--- src/rtl/ntcma_pkg.sv ---
`default_nettype none

package ntcma_pkg;

  // converter full scale and temperature limits
  localparam logic [11:0]        CODE_FULL    = 12'd4095;
  localparam logic [16:0]        KELVIN_CENTI = 17'd27315;
  localparam logic signed [16:0] TEMP_LOW     = -17'sd27315;
  localparam logic signed [16:0] TEMP_HIGH    = 17'sd30000;
  // highest quotient before clamping, TEMP_HIGH + KELVIN_CENTI
  localparam logic [15:0]        QUOT_MAX     = 16'd57315;
  // ln(2) in Q30
  localparam logic [29:0]        LN2_Q30      = 30'd744261118;
  localparam int                 FRAC_BITS    = 24;
  localparam int                 DIV_STEPS    = 16;

  // configuration register indexes
  typedef enum logic [1:0] {
    CFG_FIXED_RES = 2'd0,
    CFG_BETA      = 2'd1,
    CFG_REF_RES   = 2'd2,
    CFG_REF_TEMP  = 2'd3
  } cfg_index_t;

  // channel payloads
  typedef struct packed {
    logic [3:0]  channel;
    logic [11:0] adc_code;
    logic        last_in_set;
  } in_item_t;

  typedef struct packed {
    logic [3:0]         out_channel;
    logic signed [15:0] average_temperature_centi;
    logic               out_last_in_set;
  } out_item_t;

  // log2 unit handshake
  typedef struct packed {
    logic        start;
    logic [31:0] arg;
  } log_req_t;

  typedef struct packed {
    logic        done;
    logic [28:0] value;
  } log_rsp_t;

  typedef enum logic [1:0] {
    L_IDLE,
    L_NORM,
    L_SQR,
    L_DONE
  } log_state_t;

  typedef enum logic [3:0] {
    S_IDLE,
    S_LGO,
    S_LWAIT,
    S_LN,
    S_DEN,
    S_NUM,
    S_CHK,
    S_DSAT,
    S_DIV,
    S_DEND,
    S_STORE,
    S_SUM,
    S_AVG,
    S_OUT
  } ctrl_state_t;

endpackage

`default_nettype wire

--- src/rtl/ntcma_log2.sv ---
`default_nettype none

module ntcma_log2
  import ntcma_pkg::*;
(
  input  wire logic     clk,
  input  wire logic     rst_n,
  input  wire log_req_t req,
  output log_rsp_t      rsp
);

  log_state_t state_r, state_nxt;

  logic [31:0] x_r;
  logic [4:0]  e_r;
  logic [30:0] m_r;
  logic [FRAC_BITS-1:0] frac_r;
  logic [4:0]  step_r;

  logic [61:0] sq;
  logic [31:0] sq_hi;

  // one squaring of the q30 mantissa per cycle
  assign sq    = {31'b0, m_r} * {31'b0, m_r};
  assign sq_hi = sq[61:30];

  // next state
  always_comb begin
    state_nxt = state_r;
    unique case (state_r)
      L_IDLE: if (req.start) state_nxt = L_NORM;
      L_NORM: if (x_r[31]) state_nxt = L_SQR;
      L_SQR:  if (step_r == 5'(FRAC_BITS - 1)) state_nxt = L_DONE;
      L_DONE: state_nxt = L_IDLE;
      default: state_nxt = L_IDLE;
    endcase
  end

  // outputs
  always_comb begin
    rsp.done  = (state_r == L_DONE);
    rsp.value = {e_r, frac_r};
  end

  always_ff @(posedge clk) begin
    if (!rst_n) begin
      state_r <= L_IDLE;
    end else begin
      state_r <= state_nxt;
    end
  end

  // normalize by nibbles then bits, then square
  always_ff @(posedge clk) begin
    unique case (state_r)
      L_IDLE: begin
        x_r    <= req.arg;
        e_r    <= 5'd31;
        step_r <= '0;
        frac_r <= '0;
      end
      L_NORM: begin
        if (x_r[31:28] == 4'b0) begin
          x_r <= {x_r[27:0], 4'b0};
          e_r <= e_r - 5'd4;
        end else if (!x_r[31]) begin
          x_r <= {x_r[30:0], 1'b0};
          e_r <= e_r - 5'd1;
        end else begin
          m_r <= x_r[31:1];
        end
      end
      L_SQR: begin
        step_r <= step_r + 5'd1;
        if (sq_hi[31]) begin
          m_r    <= sq_hi[31:1];
          frac_r <= {frac_r[FRAC_BITS-2:0], 1'b1};
        end else begin
          m_r    <= sq_hi[30:0];
          frac_r <= {frac_r[FRAC_BITS-2:0], 1'b0};
        end
      end
      L_DONE: begin
      end
      default: begin
      end
    endcase
  end

endmodule

`default_nettype wire

--- config.mk ---
export PLATFORM = sky130hd
export DESIGN_NAME = ntcma_log2
export DESIGN_NICKNAME = d
export VERILOG_FILES = /design/src/rtl/ntcma_pkg.sv /design/src/rtl/ntcma_log2.sv
export SDC_FILE = /design/constraint.sdc
export NUM_CORES = 2
export LEC_CHECK = 0
export ABC_CLOCK_PERIOD_IN_PS = 11400
export BUFFER_PORTS_ARGS = -buffer_cell sky130_fd_sc_hd__clkbuf_2
export CORE_UTILIZATION = 50
export DETAILED_ROUTE_END_ITERATION = 8
export GPL_TIMING_DRIVEN = 0
export PLACE_DENSITY = 0.74
export SLEW_MARGIN = 20
export SYNTH_ARGS = -nofsm -noshare
export SYNTH_HDL_FRONTEND = slang
export SYNTH_SLANG_ARGS = --single-unit
export TNS_END_PERCENT = 10
--- constraint.sdc ---
create_clock -name clk -period 11.4 [get_ports clk]
set_input_delay 3.42 -clock clk [delete_from_list [all_inputs] [get_ports clk]]
set_output_delay 3.42 -clock clk [all_outputs]
set_load 0.03 [all_outputs]
# == Yosys cells after proc, flatten, opt, wreduce, memory -nomap -nowiden ==
# Cells that the tools add are included.
# word_totals
reg_bits,99
in_bits,35
output_inout_bits,30
wordCells,45
# classes
n_addsub,3
mul,1
n_eq_ne,9
n_mux,17
reduce_logical,8
# ops
operator,count
2-to-1 mux 31 bit,3
2-to-1 mux 32 bit,2
one-hot mux 32 bit (2 select lines),1
multiplier 31 x 31 -> 62 bit,1
one-hot mux 31 bit (2 select lines),1
one-hot mux 24 bit (2 select lines),1
one-hot mux 5 bit (2 select lines),2
2-to-1 mux 5 bit,2
!= test 2 bit (second input constant),4
one-hot mux 2 bit (4 select lines),1
2-to-1 mux 2 bit,3
AND reduction 3 bit,2
nonzero test 2 bit,3
adder 5 x 1 -> 5 bit (second input constant),1
equality test 5 bit (second input constant),1
subtractor 5 x 1 -> 5 bit (second input constant),1
subtractor 5 x 3 -> 5 bit (second input constant),1
equality test 2 bit (second input constant),2
zero test 4 bit,1
!= test 3 bit (second input constant),1
equality test 2 x 1 -> 1 bit (second input constant),1
zero test 2 bit,1
AND reduction 2 bit,1
2-to-1 mux 1 bit,1

# == Depth between registers and ports, before layout ==
# logic_depth
word_depth,4
mapped_depth,32
mapped_depth_nobuf,27

# == Least setup slack after synthesis ==
# Ideal clock, no wire load.
# synth_path
path_kind,reg-to-reg
startpoint,register m_r[9]
endpoint,"register m_r[26], data pin"
setup_time_ns,0.261
arrival_ns,7.599
required_time_ns,11.139
setup_slack_ns,3.540
stages_incl_launch_ff,29
path_buffers,4
synth_period_minus_slack_ns,7.860
cell_sequence,edfxtp_1 clkbuf_1 clkbuf_1 nand2_1 fa_1 fa_1 inv_1 fa_1 inv_1 fa_1 inv_1 fa_1 fa_1 fa_1 inv_1 fa_1 inv_1 ha_1 buf_2 a21o_1 a21o_1 a21oi_1 nand4_1 o21ai_2 o22ai_1 a221o_1 or2_1 buf_2 a221o_1
# synth_via
elab_chain_cells,3
# synth_lines
item,line,source
from (decl),ntcma_log2.sv:16,logic [30:0] m_r;
from (signal assigned),ntcma_log2.sv:70,m_r <= x_r[31:1];
from (signal assigned),ntcma_log2.sv:76,m_r <= sq_hi[31:1];
from (signal assigned),ntcma_log2.sv:79,m_r <= sq_hi[30:0];
multiplier 31 x 31 -> 62 bit,ntcma_log2.sv:24,"assign sq = {31'b0, m_r} * {31'b0, m_r};"
2-to-1 mux 31 bit,ntcma_log2.sv:75,if (sq_hi[31]) begin
one-hot mux 31 bit (2 select lines),ntcma_log2.sv:55,unique case (state_r)
# No other way between the ends.
# A chain may end at the register's enable or synchronous reset.

# == Worst setup path in the final report ==
# layout_path
startpoint,register m_r[12]
endpoint,"register m_r[14], data pin"
# Same word-level chain as after synthesis.

==> run metrics <==
outcome complete, no violations; unrepaired setup endpoints after global routing no; synth unique cells 72; setup bufs post-CTS 0; crit end category register; first-pass GRT wire length 146 mm; clock root buffer clkbuf_16; crit path launch m_r[12]$_DFFE_PP_; post-CTS resize count 0; number of port buffers 64; initial antenna violation count 7; All-Layer GR Usage 30.8%; cell area after synthesis 31800 um2; drt drc 0; DR WL/cell 21.9 um; RR Startpoint m_r[12]$_DFFE_PP_; Post-Route WL 94.6 mm; synth warn 0; number of hold buffers added after cts 0; Initial Util 50.6%; CP Max Fanout 10; top_reg_cell synth edfxtp_1; critical path type register to register; GPL Wtd Cong 1.01; clock skew 0.0135 ns; asr flop ratio synth 0%; post-route ant nets 0; syn avg cell area 9.43 um2; Die Wd 254 um; final hold violations 0; Worst slew margin 17.0%; top post-synthesis cells by count inv_1, fa_1, nand2_1; critical path buffer and inverter count 6; clock sink count 99; Die ar. 64700 um2; Worst Reg-to-Reg Cells 25; CTS tree done; largest net degree at the start of global routing 31; P&R area growth vs syn 5.61%; Nets 4515; vias in the first global route 25.3k; chip height 254 um; vias after detailed routing 23.6k; Max-Cap Viols 0; Rows 92; Vias/cell 5.48; Setup Viol. Count Final 0; top cell type's share of synthesized area 47.0%; Startpoint Class register; worst reg2reg setup slack 0.81 ns; H-tree depth 3; crit-path max cell delay 0.91 ns; DR pass1 iterations 6; CTS clock-pin slew for the worst setup and hold paths 0.08 ns; Max Fclk 94.5 MHz; Slew Limit Fails 0; Worst-Skew Late Latency 0.36 ns; core area 63000 um2; most used cell, CP fa_1; Syn Inst Count 3377; Hold WC Path Type register to register; Initial DRC Count 2105; Critical Path AT 10.65 ns; Critical Path Sink m_r[14]$_DFFE_PP_; Yosys reg bits 99; total grt overflow 0; Least-Margin Pin Slew 1.24 ns; most numerous cell in the Yosys netlist inv_1; Syn Nets 4437; number of synthesized flops with an enable pin 97; reg-to-reg endpoint m_r[14]$_DFFE_PP_; CP top delay family adder cells; post-synthesis sequential area ratio 9.27%; clock buffer depth 2; layout cells sized above 1 3.29%; setup_tns 0 ns; TritonCTS buffer count 9; io pins 65; Final Cycle Share 92.9%; hpwl dp 78.3 mm; largest area contributor in the netlist fa_1; leading post-synthesis cells by cell area fa_1, inv_1, ha_1, edfxtp_1, and2_1; critical path's slowest cell clkbuf_1; critical path depth 25; minimum clock period 10.59 ns; fin util 53.4%; Worst EP required 11.47 ns
-- layer usage --
layer / GRT usage [%] / share of wire (%) / vias to the layer above
li1: - / - / 10200
met1: 39.2 / 37 / 11900
met2: 48.7 / 46 / 1212
met3: 7.29 / 10 / 295
met4: 17.0 / 6.7 / 2
met5: 0 / 0.011 / -
-- stage by stage --
| step | hold WS [ns] | setup slack, ns | instance area [um2] | cells |
|---|---|---|---|---|
| 5_1_grt | 0.572 | 0.707 | 33600 | 4306 |
| 3_3_place_gp | 0.533 | 1.29 | 33200 | 4287 |
| 6_report | 0.555 | 0.815 | 33600 | 4315 |
| 3_5_place_dp | 0.539 | 1.23 | 33300 | 4289 |
| 4_1_cts | 0.555 | 1.15 | 33600 | 4305 |
| 2_1_floorplan | 0.522 | 3.54 | 31800 | 3377 |
-- layout by cell type, fill, tap and decap left out, types with 4 or more instances in the layout --
cell	count
inv_1	937
fa_1	747
nand2_1	343
ha_1	278
and2_1	214
clkbuf_1	126
a21oi_1	126
nor2_1	113
edfxtp_1	97
clkbuf_2	66
xnor2_1	34
o21ai_0	32
nor3_1	29
xor2_1	27
a21o_1	25
nand3_1	24
nor3b_1	16
nand4_1	16
nor2b_1	15
o221ai_1	14
a31oi_1	10
diode_2	9
or2_2	9
o21bai_1	9
and3_1	9
o211ai_1	9
clkbuf_16	9
nand2b_1	8
a211oi_1	8
buf_2	7
mux2i_1	6
a221o_1	6
a211o_1	6
buf_1	5
a21boi_0	4
o21ai_1	4
-- sequential cells by signal, indices dropped and copies added, names as in the netlist --
signal and cells:
step_r 5, frac_r 24, e_r 5, x_r 32
state_r 2, m_r 31
-- worst register-to-register path, cell delays in order (launching register included) --
cell and delay [ns]:
edfxtp_1 0.82, clkbuf_1 0.83, clkbuf_1 0.92, nand2_1 0.20, fa_1 0.63, inv_1 0.09
fa_1 0.50, inv_1 0.06, fa_1 0.44, fa_1 0.54, inv_1 0.06, fa_1 0.55
fa_1 0.43, fa_1 0.60, fa_1 0.46, ha_1 0.39, a21oi_1 0.28, o211ai_1 0.16
a21boi_1 0.28, nand4_1 0.16, o21ai_2 0.32, o22ai_1 0.17, o41ai_1 0.45, or2_1 0.25
clkbuf_1 0.45, o221ai_1 0.26
-- worst min-delay path by stage --
stage                                        start                        to  slack [ns]  depth (start not counted)
after global placement    frac_r[15]$_SDFFCE_PN0P_  frac_r[16]$_SDFFCE_PN0P_        0.53                          1
after CTS                  frac_r[1]$_SDFFCE_PN0P_   frac_r[2]$_SDFFCE_PN0P_        0.55                          1
final                      frac_r[3]$_SDFFCE_PN0P_   frac_r[4]$_SDFFCE_PN0P_        0.55                          1
after detailed placement   frac_r[1]$_SDFFCE_PN0P_   frac_r[2]$_SDFFCE_PN0P_        0.54                          1
after global routing      frac_r[12]$_SDFFCE_PN0P_  frac_r[13]$_SDFFCE_PN0P_        0.57                          1
after floorplan                   x_r[0]$_DFFE_PP_          x_r[1]$_DFFE_PP_        0.52                          2
-- cell families (layout without fill, tap and decap cells) --
family | after synthesis | in the layout | synth area share (%)
other | 0 | 9 | 0
adders and majority gates | 1025 | 1025 | 57.9
buffers and inverters | 1079 | 1162 | 12.7
xor gates and xnor gates | 61 | 61 | 1.68
and+or+nand+nor | 810 | 810 | 12.3
DFF | 99 | 99 | 9.27
AOI/OAI and AO/OA | 296 | 296 | 5.94
muxes | 7 | 7 | 0.224
-- cell type report --
class                   instances  area, um2
well taps                     846       1060
clock buffers                   9        225
fillers                      5796      29300
flip-flops and latches         99       2950
multi-input cells            2199      24800
clock inverters                 7       77.6
inverters                     939       3520
plain buffers                 140        537
diodes                          9       22.5
repair buffers                 67        387
Power is left out: the tool's default activity adds up to more than one toggle a clock period on the data nets, which glitch-free logic cannot reach.
